$ cat src/rtl/teqd_pkg.sv
// Shared constants, result codes and controller/datapath types for the
// tiered event queue. No dependencies.
package teqd_pkg;

  localparam int NUM_TIERS_DEF  = 4;
  localparam int TIER_DEPTH_DEF = 16;

  localparam int OP_W     = 1;
  localparam int TIER_FW  = 4;
  localparam int POS_W    = 12;
  localparam int Z_W      = 8;
  localparam int NOW_W    = 20;
  localparam int END_W    = NOW_W + 1;
  localparam int RADIUS_W = 8;
  localparam int DWELL_W  = 16;
  localparam int ENTRY_W  = 2 * POS_W + Z_W;

  localparam int CFG_IDX_W  = 2;
  localparam int CFG_DATA_W = 16;

  localparam logic [CFG_IDX_W-1:0] CFG_ENABLE = 2'd0;
  localparam logic [CFG_IDX_W-1:0] CFG_RADIUS = 2'd1;
  localparam logic [CFG_IDX_W-1:0] CFG_DWELL  = 2'd2;

  localparam logic                ENABLE_RST = 1'b1;
  localparam logic [RADIUS_W-1:0] RADIUS_RST = 8'd20;
  localparam logic [DWELL_W-1:0]  DWELL_RST  = 16'd1000;
  localparam logic [END_W-1:0]    FALLBACK_TICKS = 21'd2000;

  localparam logic OP_PUSH   = 1'b0;
  localparam logic OP_UPDATE = 1'b1;

  localparam int RES_W = 3;
  localparam logic [RES_W-1:0] RES_ZERO = 3'd0;
  localparam logic [RES_W-1:0] RES_PUSH = 3'd1;
  localparam logic [RES_W-1:0] RES_HELD = 3'd2;
  localparam logic [RES_W-1:0] RES_PAN  = 3'd3;
  localparam logic [RES_W-1:0] RES_FALL = 3'd4;

  typedef struct packed {
    logic             capture;
    logic             scan_sel;
    logic             pop;
    logic             res_load;
    logic [RES_W-1:0] res_kind;
    logic             out_load;
  } teqd_cmd_t;

  typedef struct packed {
    logic enable;
    logic hold;
    logic any_pending;
    logic on_screen;
  } teqd_sts_t;

endpackage

$ cat src/rtl/teqd_ctrl.sv
// Sequencing controller of the tiered event queue.
// Depends on teqd_pkg for command and status types.
module teqd_ctrl (
  input  logic                   clk,
  input  logic                   rst_n,
  input  logic                   in_valid,
  input  logic                   in_operation,
  output logic                   in_stall,
  output logic                   out_valid,
  input  logic                   out_stall,
  input  teqd_pkg::teqd_sts_t    sts,
  output teqd_pkg::teqd_cmd_t    cmd
);
  import teqd_pkg::*;

  localparam logic [2:0] S_IDLE  = 3'd0;
  localparam logic [2:0] S_PUSH  = 3'd1;
  localparam logic [2:0] S_UPD   = 3'd2;
  localparam logic [2:0] S_SCAN  = 3'd3;
  localparam logic [2:0] S_READ  = 3'd4;
  localparam logic [2:0] S_CHECK = 3'd5;
  localparam logic [2:0] S_OUT   = 3'd6;

  logic [2:0] state_r, state_nxt;
  logic       out_valid_r, out_valid_nxt;

  assign in_stall  = (state_r != S_IDLE);
  assign out_valid = out_valid_r;

  always_comb begin
    cmd       = '0;
    state_nxt = state_r;
    unique case (state_r)
      S_IDLE: begin
        if (in_valid) begin
          cmd.capture = 1'b1;
          state_nxt   = (in_operation == OP_UPDATE) ? S_UPD : S_PUSH;
        end
      end
      S_PUSH: begin
        cmd.res_load = 1'b1;
        cmd.res_kind = RES_PUSH;
        state_nxt    = S_OUT;
      end
      S_UPD: begin
        if (!sts.enable) begin
          cmd.res_load = 1'b1;
          cmd.res_kind = RES_ZERO;
          state_nxt    = S_OUT;
        end else if (sts.hold) begin
          cmd.res_load = 1'b1;
          cmd.res_kind = RES_HELD;
          state_nxt    = S_OUT;
        end else begin
          state_nxt = S_SCAN;
        end
      end
      S_SCAN: begin
        if (!sts.any_pending) begin
          cmd.res_load = 1'b1;
          cmd.res_kind = RES_FALL;
          state_nxt    = S_OUT;
        end else begin
          cmd.scan_sel = 1'b1;
          state_nxt    = S_READ;
        end
      end
      S_READ: begin
        cmd.pop   = 1'b1;
        state_nxt = S_CHECK;
      end
      S_CHECK: begin
        if (sts.on_screen) begin
          state_nxt = S_SCAN;
        end else begin
          cmd.res_load = 1'b1;
          cmd.res_kind = RES_PAN;
          state_nxt    = S_OUT;
        end
      end
      S_OUT: begin
        if (!out_valid_r || !out_stall) begin
          cmd.out_load = 1'b1;
          state_nxt    = S_IDLE;
        end
      end
      default: begin
        state_nxt = S_IDLE;
      end
    endcase
  end

  always_comb begin
    out_valid_nxt = out_valid_r;
    if (cmd.out_load) begin
      out_valid_nxt = 1'b1;
    end else if (!out_stall) begin
      out_valid_nxt = 1'b0;
    end
  end

  always_ff @(posedge clk) begin
    if (!rst_n) begin
      state_r     <= S_IDLE;
      out_valid_r <= 1'b0;
    end else begin
      state_r     <= state_nxt;
      out_valid_r <= out_valid_nxt;
    end
  end

endmodule

$ cat src/rtl/teqd_dp.sv
// Datapath of the tiered event queue: event store, per-tier pointers,
// dwell state, configuration and result registers. Depends on teqd_pkg.
module teqd_dp #(
  parameter int NUM_TIERS  = teqd_pkg::NUM_TIERS_DEF,
  parameter int TIER_DEPTH = teqd_pkg::TIER_DEPTH_DEF
) (
  input  logic                                 clk,
  input  logic                                 rst_n,
  input  logic                                 cfg_we,
  input  logic [teqd_pkg::CFG_IDX_W-1:0]       cfg_index,
  input  logic [teqd_pkg::CFG_DATA_W-1:0]      cfg_data,
  input  logic [teqd_pkg::TIER_FW-1:0]         in_tier,
  input  logic [teqd_pkg::POS_W-1:0]           in_pos_x,
  input  logic [teqd_pkg::POS_W-1:0]           in_pos_y,
  input  logic [teqd_pkg::Z_W-1:0]             in_pos_z,
  input  logic                                 in_visible,
  input  logic [teqd_pkg::NOW_W-1:0]           in_now_tick,
  input  logic [teqd_pkg::POS_W-1:0]           in_view_x,
  input  logic [teqd_pkg::POS_W-1:0]           in_view_y,
  input  logic [teqd_pkg::Z_W-1:0]             in_view_z,
  input  teqd_pkg::teqd_cmd_t                  cmd,
  output teqd_pkg::teqd_sts_t                  sts,
  output logic                                 out_accepted,
  output logic                                 out_replaced_tail,
  output logic                                 out_pan,
  output logic [teqd_pkg::POS_W-1:0]           out_pan_x,
  output logic [teqd_pkg::POS_W-1:0]           out_pan_y,
  output logic [teqd_pkg::Z_W-1:0]             out_pan_z,
  output logic [teqd_pkg::TIER_FW-1:0]         out_pan_tier,
  output logic                                 out_held,
  output logic                                 out_fallback_request
);
  import teqd_pkg::*;

  localparam int TIER_W = (NUM_TIERS > 1) ? $clog2(NUM_TIERS) : 1;
  localparam int LVL_W  = $clog2(NUM_TIERS + 1);
  localparam int HEAD_W = (TIER_DEPTH > 1) ? $clog2(TIER_DEPTH) : 1;
  localparam int CNT_W  = $clog2(TIER_DEPTH + 1);
  localparam int SUM_W  = CNT_W + 1;
  localparam int STORE_DEPTH = NUM_TIERS * TIER_DEPTH;
  localparam int ADDR_W = (STORE_DEPTH > 1) ? $clog2(STORE_DEPTH) : 1;

  logic                enable_r;
  logic [RADIUS_W-1:0] radius_r;
  logic [DWELL_W-1:0]  dwell_ticks_r;

  logic [TIER_FW-1:0]  tier_r;
  logic [POS_W-1:0]    pos_x_r, pos_y_r, view_x_r, view_y_r;
  logic [Z_W-1:0]      pos_z_r, view_z_r;
  logic                visible_r;
  logic [NOW_W-1:0]    now_r;
  logic [TIER_W-1:0]   cur_t_r;

  logic [HEAD_W-1:0]   head_r [NUM_TIERS];
  logic [CNT_W-1:0]    cnt_r  [NUM_TIERS];
  logic [END_W-1:0]    dwell_end_r;
  logic [LVL_W-1:0]    dwell_level_r;

  logic [ENTRY_W-1:0]  store_mem [STORE_DEPTH];
  logic [ENTRY_W-1:0]  rd_q_r;

  logic                res_accepted_r, res_replaced_r, res_pan_r;
  logic                res_held_r, res_fall_r;
  logic [POS_W-1:0]    res_x_r, res_y_r;
  logic [Z_W-1:0]      res_z_r;
  logic [TIER_FW-1:0]  res_tier_r;

  logic [NUM_TIERS-1:0] pending;
  logic                 preempt;
  logic [TIER_W-1:0]    first_t;
  logic [HEAD_W-1:0]    cur_head, tail_slot, push_slot, head_inc;
  logic [CNT_W-1:0]     cur_cnt;
  logic [SUM_W-1:0]     slot_sum;
  logic                 tier_full, push_ok;
  logic [ADDR_W-1:0]    wr_addr, rd_addr;
  logic                 store_we;
  logic [POS_W-1:0]     ev_x, ev_y, dx, dy;
  logic [Z_W-1:0]       ev_z;

  always_comb begin
    preempt = 1'b0;
    first_t = '0;
    for (int t = 0; t < NUM_TIERS; t++) begin
      pending[t] = (cnt_r[t] != '0);
      if (pending[t] && (LVL_W'(t) < dwell_level_r)) begin
        preempt = 1'b1;
      end
    end
    for (int t = NUM_TIERS - 1; t >= 0; t--) begin
      if (pending[t]) begin
        first_t = TIER_W'(t);
      end
    end
  end

  assign cur_head  = head_r[cur_t_r];
  assign cur_cnt   = cnt_r[cur_t_r];
  assign tier_full = (cur_cnt == CNT_W'(TIER_DEPTH));
  assign push_ok   = ({1'b0, tier_r} < (TIER_FW + 1)'(NUM_TIERS)) && visible_r;
  assign slot_sum  = SUM_W'(cur_head) + SUM_W'(cur_cnt);
  assign push_slot = (slot_sum >= SUM_W'(TIER_DEPTH)) ? HEAD_W'(slot_sum - SUM_W'(TIER_DEPTH))
                                                     : HEAD_W'(slot_sum);
  assign tail_slot = (cur_head == '0) ? HEAD_W'(TIER_DEPTH - 1) : cur_head - 1'b1;
  assign head_inc  = (cur_head == HEAD_W'(TIER_DEPTH - 1)) ? '0 : cur_head + 1'b1;
  assign wr_addr   = ADDR_W'(int'(cur_t_r) * TIER_DEPTH
                             + int'(tier_full ? tail_slot : push_slot));
  assign rd_addr   = ADDR_W'(int'(cur_t_r) * TIER_DEPTH + int'(cur_head));
  assign store_we  = cmd.res_load && (cmd.res_kind == RES_PUSH) && push_ok;

  assign ev_x = rd_q_r[POS_W-1:0];
  assign ev_y = rd_q_r[2*POS_W-1:POS_W];
  assign ev_z = rd_q_r[ENTRY_W-1:2*POS_W];
  assign dx   = (ev_x >= view_x_r) ? ev_x - view_x_r : view_x_r - ev_x;
  assign dy   = (ev_y >= view_y_r) ? ev_y - view_y_r : view_y_r - ev_y;

  assign sts.enable      = enable_r;
  assign sts.hold        = ({1'b0, now_r} < dwell_end_r) && !preempt;
  assign sts.any_pending = |pending;
  assign sts.on_screen   = (dx <= POS_W'(radius_r)) && (dy <= POS_W'(radius_r))
                           && (ev_z == view_z_r);

  always_ff @(posedge clk) begin
    if (store_we) begin
      store_mem[wr_addr] <= {pos_z_r, pos_y_r, pos_x_r};
    end
  end

  always_ff @(posedge clk) begin
    if (cmd.pop) begin
      rd_q_r <= store_mem[rd_addr];
    end
  end

  always_ff @(posedge clk) begin
    if (!rst_n) begin
      enable_r      <= ENABLE_RST;
      radius_r      <= RADIUS_RST;
      dwell_ticks_r <= DWELL_RST;
    end else if (cfg_we) begin
      unique case (cfg_index)
        CFG_ENABLE: enable_r      <= cfg_data[0];
        CFG_RADIUS: radius_r      <= cfg_data[RADIUS_W-1:0];
        CFG_DWELL:  dwell_ticks_r <= cfg_data[DWELL_W-1:0];
        default: begin
        end
      endcase
    end
  end

  always_ff @(posedge clk) begin
    if (cmd.capture) begin
      tier_r    <= in_tier;
      pos_x_r   <= in_pos_x;
      pos_y_r   <= in_pos_y;
      pos_z_r   <= in_pos_z;
      visible_r <= in_visible;
      now_r     <= in_now_tick;
      view_x_r  <= in_view_x;
      view_y_r  <= in_view_y;
      view_z_r  <= in_view_z;
      cur_t_r   <= in_tier[TIER_W-1:0];
    end else if (cmd.scan_sel) begin
      cur_t_r   <= first_t;
    end
  end

  always_ff @(posedge clk) begin
    if (!rst_n) begin
      for (int t = 0; t < NUM_TIERS; t++) begin
        head_r[t] <= '0;
        cnt_r[t]  <= '0;
      end
      dwell_end_r   <= '0;
      dwell_level_r <= '0;
    end else begin
      if (store_we && !tier_full) begin
        cnt_r[cur_t_r] <= cur_cnt + 1'b1;
      end
      if (cmd.pop) begin
        head_r[cur_t_r] <= head_inc;
        cnt_r[cur_t_r]  <= cur_cnt - 1'b1;
      end
      if (cmd.res_load && (cmd.res_kind == RES_PAN)) begin
        dwell_end_r   <= END_W'(now_r) + END_W'(dwell_ticks_r);
        dwell_level_r <= LVL_W'(cur_t_r);
      end else if (cmd.res_load && (cmd.res_kind == RES_FALL)) begin
        dwell_end_r   <= END_W'(now_r) + FALLBACK_TICKS;
        dwell_level_r <= LVL_W'(NUM_TIERS);
      end
    end
  end

  always_ff @(posedge clk) begin
    if (cmd.res_load) begin
      res_accepted_r <= 1'b0;
      res_replaced_r <= 1'b0;
      res_pan_r      <= 1'b0;
      res_held_r     <= 1'b0;
      res_fall_r     <= 1'b0;
      res_x_r        <= '0;
      res_y_r        <= '0;
      res_z_r        <= '0;
      res_tier_r     <= '0;
      unique case (cmd.res_kind)
        RES_PUSH: begin
          res_accepted_r <= push_ok;
          res_replaced_r <= push_ok && tier_full;
        end
        RES_HELD: res_held_r <= 1'b1;
        RES_FALL: res_fall_r <= 1'b1;
        RES_PAN: begin
          res_pan_r  <= 1'b1;
          res_x_r    <= ev_x;
          res_y_r    <= ev_y;
          res_z_r    <= ev_z;
          res_tier_r <= TIER_FW'(cur_t_r);
        end
        default: begin
        end
      endcase
    end
  end

  always_ff @(posedge clk) begin
    if (cmd.out_load) begin
      out_accepted         <= res_accepted_r;
      out_replaced_tail    <= res_replaced_r;
      out_pan              <= res_pan_r;
      out_pan_x            <= res_x_r;
      out_pan_y            <= res_y_r;
      out_pan_z            <= res_z_r;
      out_pan_tier         <= res_tier_r;
      out_held             <= res_held_r;
      out_fallback_request <= res_fall_r;
    end
  end

endmodule

$ cat src/rtl/tiered_event_queue_with_dwell.sv
// Tiered event queue with dwell: strict-priority per-tier event FIFOs that
// pick the next off-screen event to pan to, hold a dwell after each pan and
// raise a fallback request when every tier is empty. One item is worked at a
// time. A push, or an update that is disabled or held, goes from capture to
// its result and then to the output register. An update that pans, or one
// that ends in a fallback request, first scans, reads and checks each entry
// that it pops, at most NUM_TIERS * TIER_DEPTH of them. Each pop goes
// through the single read port of the event store and its registered read
// data before the on-screen test. A finished result waits in the output
// register while the next item is taken; while that result stays stalled,
// the following result is held and no new item is taken.
// Depends on teqd_pkg, teqd_ctrl and teqd_dp.
module tiered_event_queue_with_dwell #(
  parameter int NUM_TIERS  = teqd_pkg::NUM_TIERS_DEF,
  parameter int TIER_DEPTH = teqd_pkg::TIER_DEPTH_DEF
) (
  input  logic                                 clk,
  input  logic                                 rst_n,
  input  logic                                 cfg_we,
  input  logic [teqd_pkg::CFG_IDX_W-1:0]       cfg_index,
  input  logic [teqd_pkg::CFG_DATA_W-1:0]      cfg_data,
  input  logic                                 in_valid,
  output logic                                 in_stall,
  input  logic [teqd_pkg::OP_W-1:0]            in_operation,
  input  logic [teqd_pkg::TIER_FW-1:0]         in_tier,
  input  logic [teqd_pkg::POS_W-1:0]           in_pos_x,
  input  logic [teqd_pkg::POS_W-1:0]           in_pos_y,
  input  logic [teqd_pkg::Z_W-1:0]             in_pos_z,
  input  logic                                 in_visible,
  input  logic [teqd_pkg::NOW_W-1:0]           in_now_tick,
  input  logic [teqd_pkg::POS_W-1:0]           in_view_x,
  input  logic [teqd_pkg::POS_W-1:0]           in_view_y,
  input  logic [teqd_pkg::Z_W-1:0]             in_view_z,
  output logic                                 out_valid,
  input  logic                                 out_stall,
  output logic                                 out_accepted,
  output logic                                 out_replaced_tail,
  output logic                                 out_pan,
  output logic [teqd_pkg::POS_W-1:0]           out_pan_x,
  output logic [teqd_pkg::POS_W-1:0]           out_pan_y,
  output logic [teqd_pkg::Z_W-1:0]             out_pan_z,
  output logic [teqd_pkg::TIER_FW-1:0]         out_pan_tier,
  output logic                                 out_held,
  output logic                                 out_fallback_request
);
  import teqd_pkg::*;

  teqd_cmd_t cmd;
  teqd_sts_t sts;

  teqd_ctrl u_ctrl (
    .clk          (clk),
    .rst_n        (rst_n),
    .in_valid     (in_valid),
    .in_operation (in_operation[0]),
    .in_stall     (in_stall),
    .out_valid    (out_valid),
    .out_stall    (out_stall),
    .sts          (sts),
    .cmd          (cmd)
  );

  teqd_dp #(
    .NUM_TIERS  (NUM_TIERS),
    .TIER_DEPTH (TIER_DEPTH)
  ) u_dp (
    .clk                  (clk),
    .rst_n                (rst_n),
    .cfg_we               (cfg_we),
    .cfg_index            (cfg_index),
    .cfg_data             (cfg_data),
    .in_tier              (in_tier),
    .in_pos_x             (in_pos_x),
    .in_pos_y             (in_pos_y),
    .in_pos_z             (in_pos_z),
    .in_visible           (in_visible),
    .in_now_tick          (in_now_tick),
    .in_view_x            (in_view_x),
    .in_view_y            (in_view_y),
    .in_view_z            (in_view_z),
    .cmd                  (cmd),
    .sts                  (sts),
    .out_accepted         (out_accepted),
    .out_replaced_tail    (out_replaced_tail),
    .out_pan              (out_pan),
    .out_pan_x            (out_pan_x),
    .out_pan_y            (out_pan_y),
    .out_pan_z            (out_pan_z),
    .out_pan_tier         (out_pan_tier),
    .out_held             (out_held),
    .out_fallback_request (out_fallback_request)
  );

endmodule

$ cat config.mk
export PLATFORM = sky130hd
export DESIGN_NAME = tiered_event_queue_with_dwell
export DESIGN_NICKNAME = d
export VERILOG_FILES = /design/src/rtl/teqd_pkg.sv /design/src/rtl/teqd_ctrl.sv /design/src/rtl/teqd_dp.sv /design/src/rtl/tiered_event_queue_with_dwell.sv
export SDC_FILE = /design/constraint.sdc
export NUM_CORES = 2
export LEC_CHECK = 0
export ABC_CLOCK_PERIOD_IN_PS = 7750
export BUFFER_PORTS_ARGS = -buffer_cell sky130_fd_sc_hd__buf_4
export CORE_ASPECT_RATIO = 1.4
export CORE_MARGIN = 10
export CORE_UTILIZATION = 50
export CTS_CLUSTER_DIAMETER = 120
export CTS_CLUSTER_SIZE = 24
export DETAILED_ROUTE_END_ITERATION = 8
export PLACE_DENSITY = 0.66
export SLEW_MARGIN = 40
export SYNTH_ARGS = -nofsm -noshare
export SYNTH_HDL_FRONTEND = slang
export SYNTH_SLANG_ARGS = --single-unit
export TNS_END_PERCENT = 10
$ cat constraint.sdc
create_clock -name clk -period 7.75 [get_ports clk]
set_clock_uncertainty 0.2 [all_clocks]
set_input_delay 0.3875 -clock clk [delete_from_list [all_inputs] [get_ports clk]]
set_output_delay 0.3875 -clock clk [all_outputs]
set_load 0.02 [all_outputs]
==> impl_metrics.yaml <==
outcome:
  status: "complete, no violations"
clocking:
  clk-insertion-delay-late_ns: 0.81
  h-tree-depth: 3
  clk_path_buf_depth: 3
  clkTransAtPathRegs_ns: 0.10
  cts-resized-gates: 0
  cts-root-buf: "clkbuf_16"
  cts_tree: "done"
  numCtsBuffers: 109
  cts_sinks: 2338
critical_path:
  crit_fanout: 24
  end_kind: "flip-flop"
  critPathMaxStageDelay_ns: 0.55
  cpMaxStageDelayCell: "dlygate4sd3_1"
  crit_path_start_kind: "flip-flop"
  cp.required_ns: 8.31
  arrival_ns: 7.30
  path_class: "reg2reg"
cells_and_area:
  fillers: 13380
  fin_util: 0.5594
  finalNetCount: 4855
  drive_above_1_share: 0.2632
  syn_to_final_growth_pct: 11.08
synth:
  seq_area_frac_synth: 0.7532
  yosysTopAreaCell: "edfxtp_1"
  async_reset_ff_frac: 0
  syn_inst: 4277
  ys_ff_latch: 2338
  synth_edf_count: 2283
  yosysWarnings: 0
  yosysUniqueCellTypes: 84
  synth_top_area_share: 0.7413
  synth.area.top_cells: "edfxtp_1 (74%), mux4_2 (17%), ha_1 (1.4%)"
  ys_top_cells_by_count: "edfxtp_1 (2283), mux4_2 (679), nor2_1 (163)"
  syn_avg_cell_area_um2: 21.62
  yosys_most_used_dff: "edfxtp_1"
  netlist_area_um2: 92480
  yosysMostFrequentCell: "edfxtp_1"
detailed_routing:
  drc: 0
  num_vias: 43930
  viasPerCell: 6.169
  ant_nets: 0
  avgRoutedWirePerCell_um: 31.23
  dr.pass1.iters: 5
  drt_iter0_drc: 4389
  routed_wl_um: 222300
placement:
  port_buffers: 153
  place.gp.congestion: 0.8503
  dp_hpwl_um: 144800
global_routing:
  grt_max_degree: 82
  grt_pass1_wl_um: 325500
  grtUsageTotal: 0.2192
  grt.overflow.total: 0
  first_global_vias: 44650
  antenna_found_initial: 13
floorplanning:
  initial_core_util: 0.5036
  die_h_um: 528.9
  die_w_um: 383.5
  die_area_um2: 202800
  coreArea_um2: 183600
  num_rows: 186
  io_pins: 156
timing:
  rsz0062_at_grt: "false"
  timing.final.crit_period_ns: 6.740
  tns_ns: 0
  fmax_mhz: 148.4
  final_hold_viol_count: 0
  finalCritPeriodShare: 0.8696
  worst_pin_slew_ns: 0.8686
  setup_viol: 0
  slew_headroom: 0.4209
  slew_viol_final: 0
power:
  ir_drop_v: 0.0003792
  power_leakage_nw: 32.21
  power_density_nw_per_um2: 343.9
flow_run:
  maxCapViolations: 0
worst_hold_path:
  min_path_type: "in2reg"
[worst paths after layout]
path | from | to | slack [ns] | depth (start not counted)
setup / recovery | u_dp.rd_q_r[19] | u_ctrl.state_r[0] | 1.01 | 25
hold / removal | in_pos_y[1] | u_dp.pos_y_r[1] | 0.09 | 2
setup reg to reg | u_dp.rd_q_r[19] | u_ctrl.state_r[0] | 1.01 | 25
hold reg to reg | u_dp.res_z_r[2] | u_dp.out_pan_z[2] | 0.23 | 0
[placed cells by master (no fill, tap or decap), drive strengths merged, types with 7 or more instances in the layout]
master       count
and2            20
nor3            40
a21o            29
dlygate4sd3    121
nand4           15
mux2i           21
inv            128
nand2b           7
dfxtp           55
or3              8
xor2            20
nor2           163
a21oi           92
and3            10
mux2            15
nand2          118
ha             106
o21ai           44
or4              8
nor2b            9
a31oi            7
diode            7
buf            324
xnor2           31
edfxtp        2283
o31ai            8
clkbuf         141
mux4           679
o211ai           7
a211o           10
fa               7
o21a            14
a211oi          18
nand3           40
[worst max-delay path, delay by kind of cell, from the launching register on]
kind / cells / cell delay (ns)
AND/OR/NAND/NOR: 5 / 1.71
multiplexers: 1 / 0.36
flip-flops: 1 / 0.41
AO/OA/AOI/OAI: 13 / 2.20
adder cells (fa/ha/maj): 2 / 0.60
buffers and inverters: 3 / 1.01
XOR/XNOR: 1 / 0.21
[repair_timing]
action / CTS / global route
hold buffers: 121 / 0
endpoints found under the setup margin: 0 / 0
setup buffers: 0 / 0
hold endpoints to repair: 147 / 0
[stage by stage]
step,setup WS [ns],std cells,cell area [µm²],hold WS [ns],total power [mW]
after floorplan,1.824,4278,92480,0.2003,23.94
after global placement,0.9614,6793,97380,0.2049,29.12
after detailed placement,1.056,6834,98270,0.2045,29.25
after CTS,1.016,7106,102500,0.02394,35.62
after global routing,0.5683,7115,102700,0.08145,36.66
final,1.010,7120,102700,0.08891,35.33
[per-layer routing]
layer  vias up  track usage  routed length [µm]
met5         -            0                  26
li1      18410            -                   -
met4         4      0.06037                6002
met3       261      0.02603               12130
met2      1530       0.3844              117100
met1     23720       0.2902               87040
[power by group]
group,internal [mW],switching (mW),leakage [nW]
clock,2.63,3.80,1.47
combinational,5.64,8.06,9.66
sequential,15.0,0.224,21.1
total,23.2,12.1,32.2
[kinds of logic after synthesis]
logic type / Yosys count / share of synthesized area
flops: 2338 / 0.7532
fa+ha+maj: 113 / 0.01586
compound gates: 276 / 0.01996
simple gates: 456 / 0.02269
buf+inv: 327 / 0.01390
xor+xnor: 51 / 0.004830
mux: 715 / 0.1695
other cells: 1 / 0.00004055
[final cells by class]
cell class	count	area [µm²]	share of cell area
timing repair buffer	445	4385	0.04269
sequential	2338	69660	0.6781
inverter	122	480.5	0.004677
clock inverter	10	177.7	0.001730
multi-input combinational	1613	22070	0.2149
antenna	7	17.52	0.0001705
clock buffer	141	2869	0.02793
tap	2444	3058	0.02977
[sequential cells by signal (all words and copies together) (netlist names), 12 cells and up, named ones only]
| signal | cells |
|---|---|
| u_dp.cnt_r | 20 |
| u_dp.view_y_r | 12 |
| u_dp.res_y_r | 12 |
| u_dp.rd_q_r | 32 |
| u_dp.now_r | 20 |
| u_dp.view_x_r | 12 |
| u_dp.head_r | 16 |
| u_dp.store_mem | 2048 |
| u_dp.out_pan_x | 12 |
| u_dp.pos_y_r | 12 |
| u_dp.res_x_r | 12 |
| u_dp.pos_x_r | 12 |
| u_dp.out_pan_y | 12 |
| u_dp.dwell_ticks_r | 16 |
| u_dp.dwell_end_r | 21 |
No activity file was read; power rests on OpenSTA's default activity.
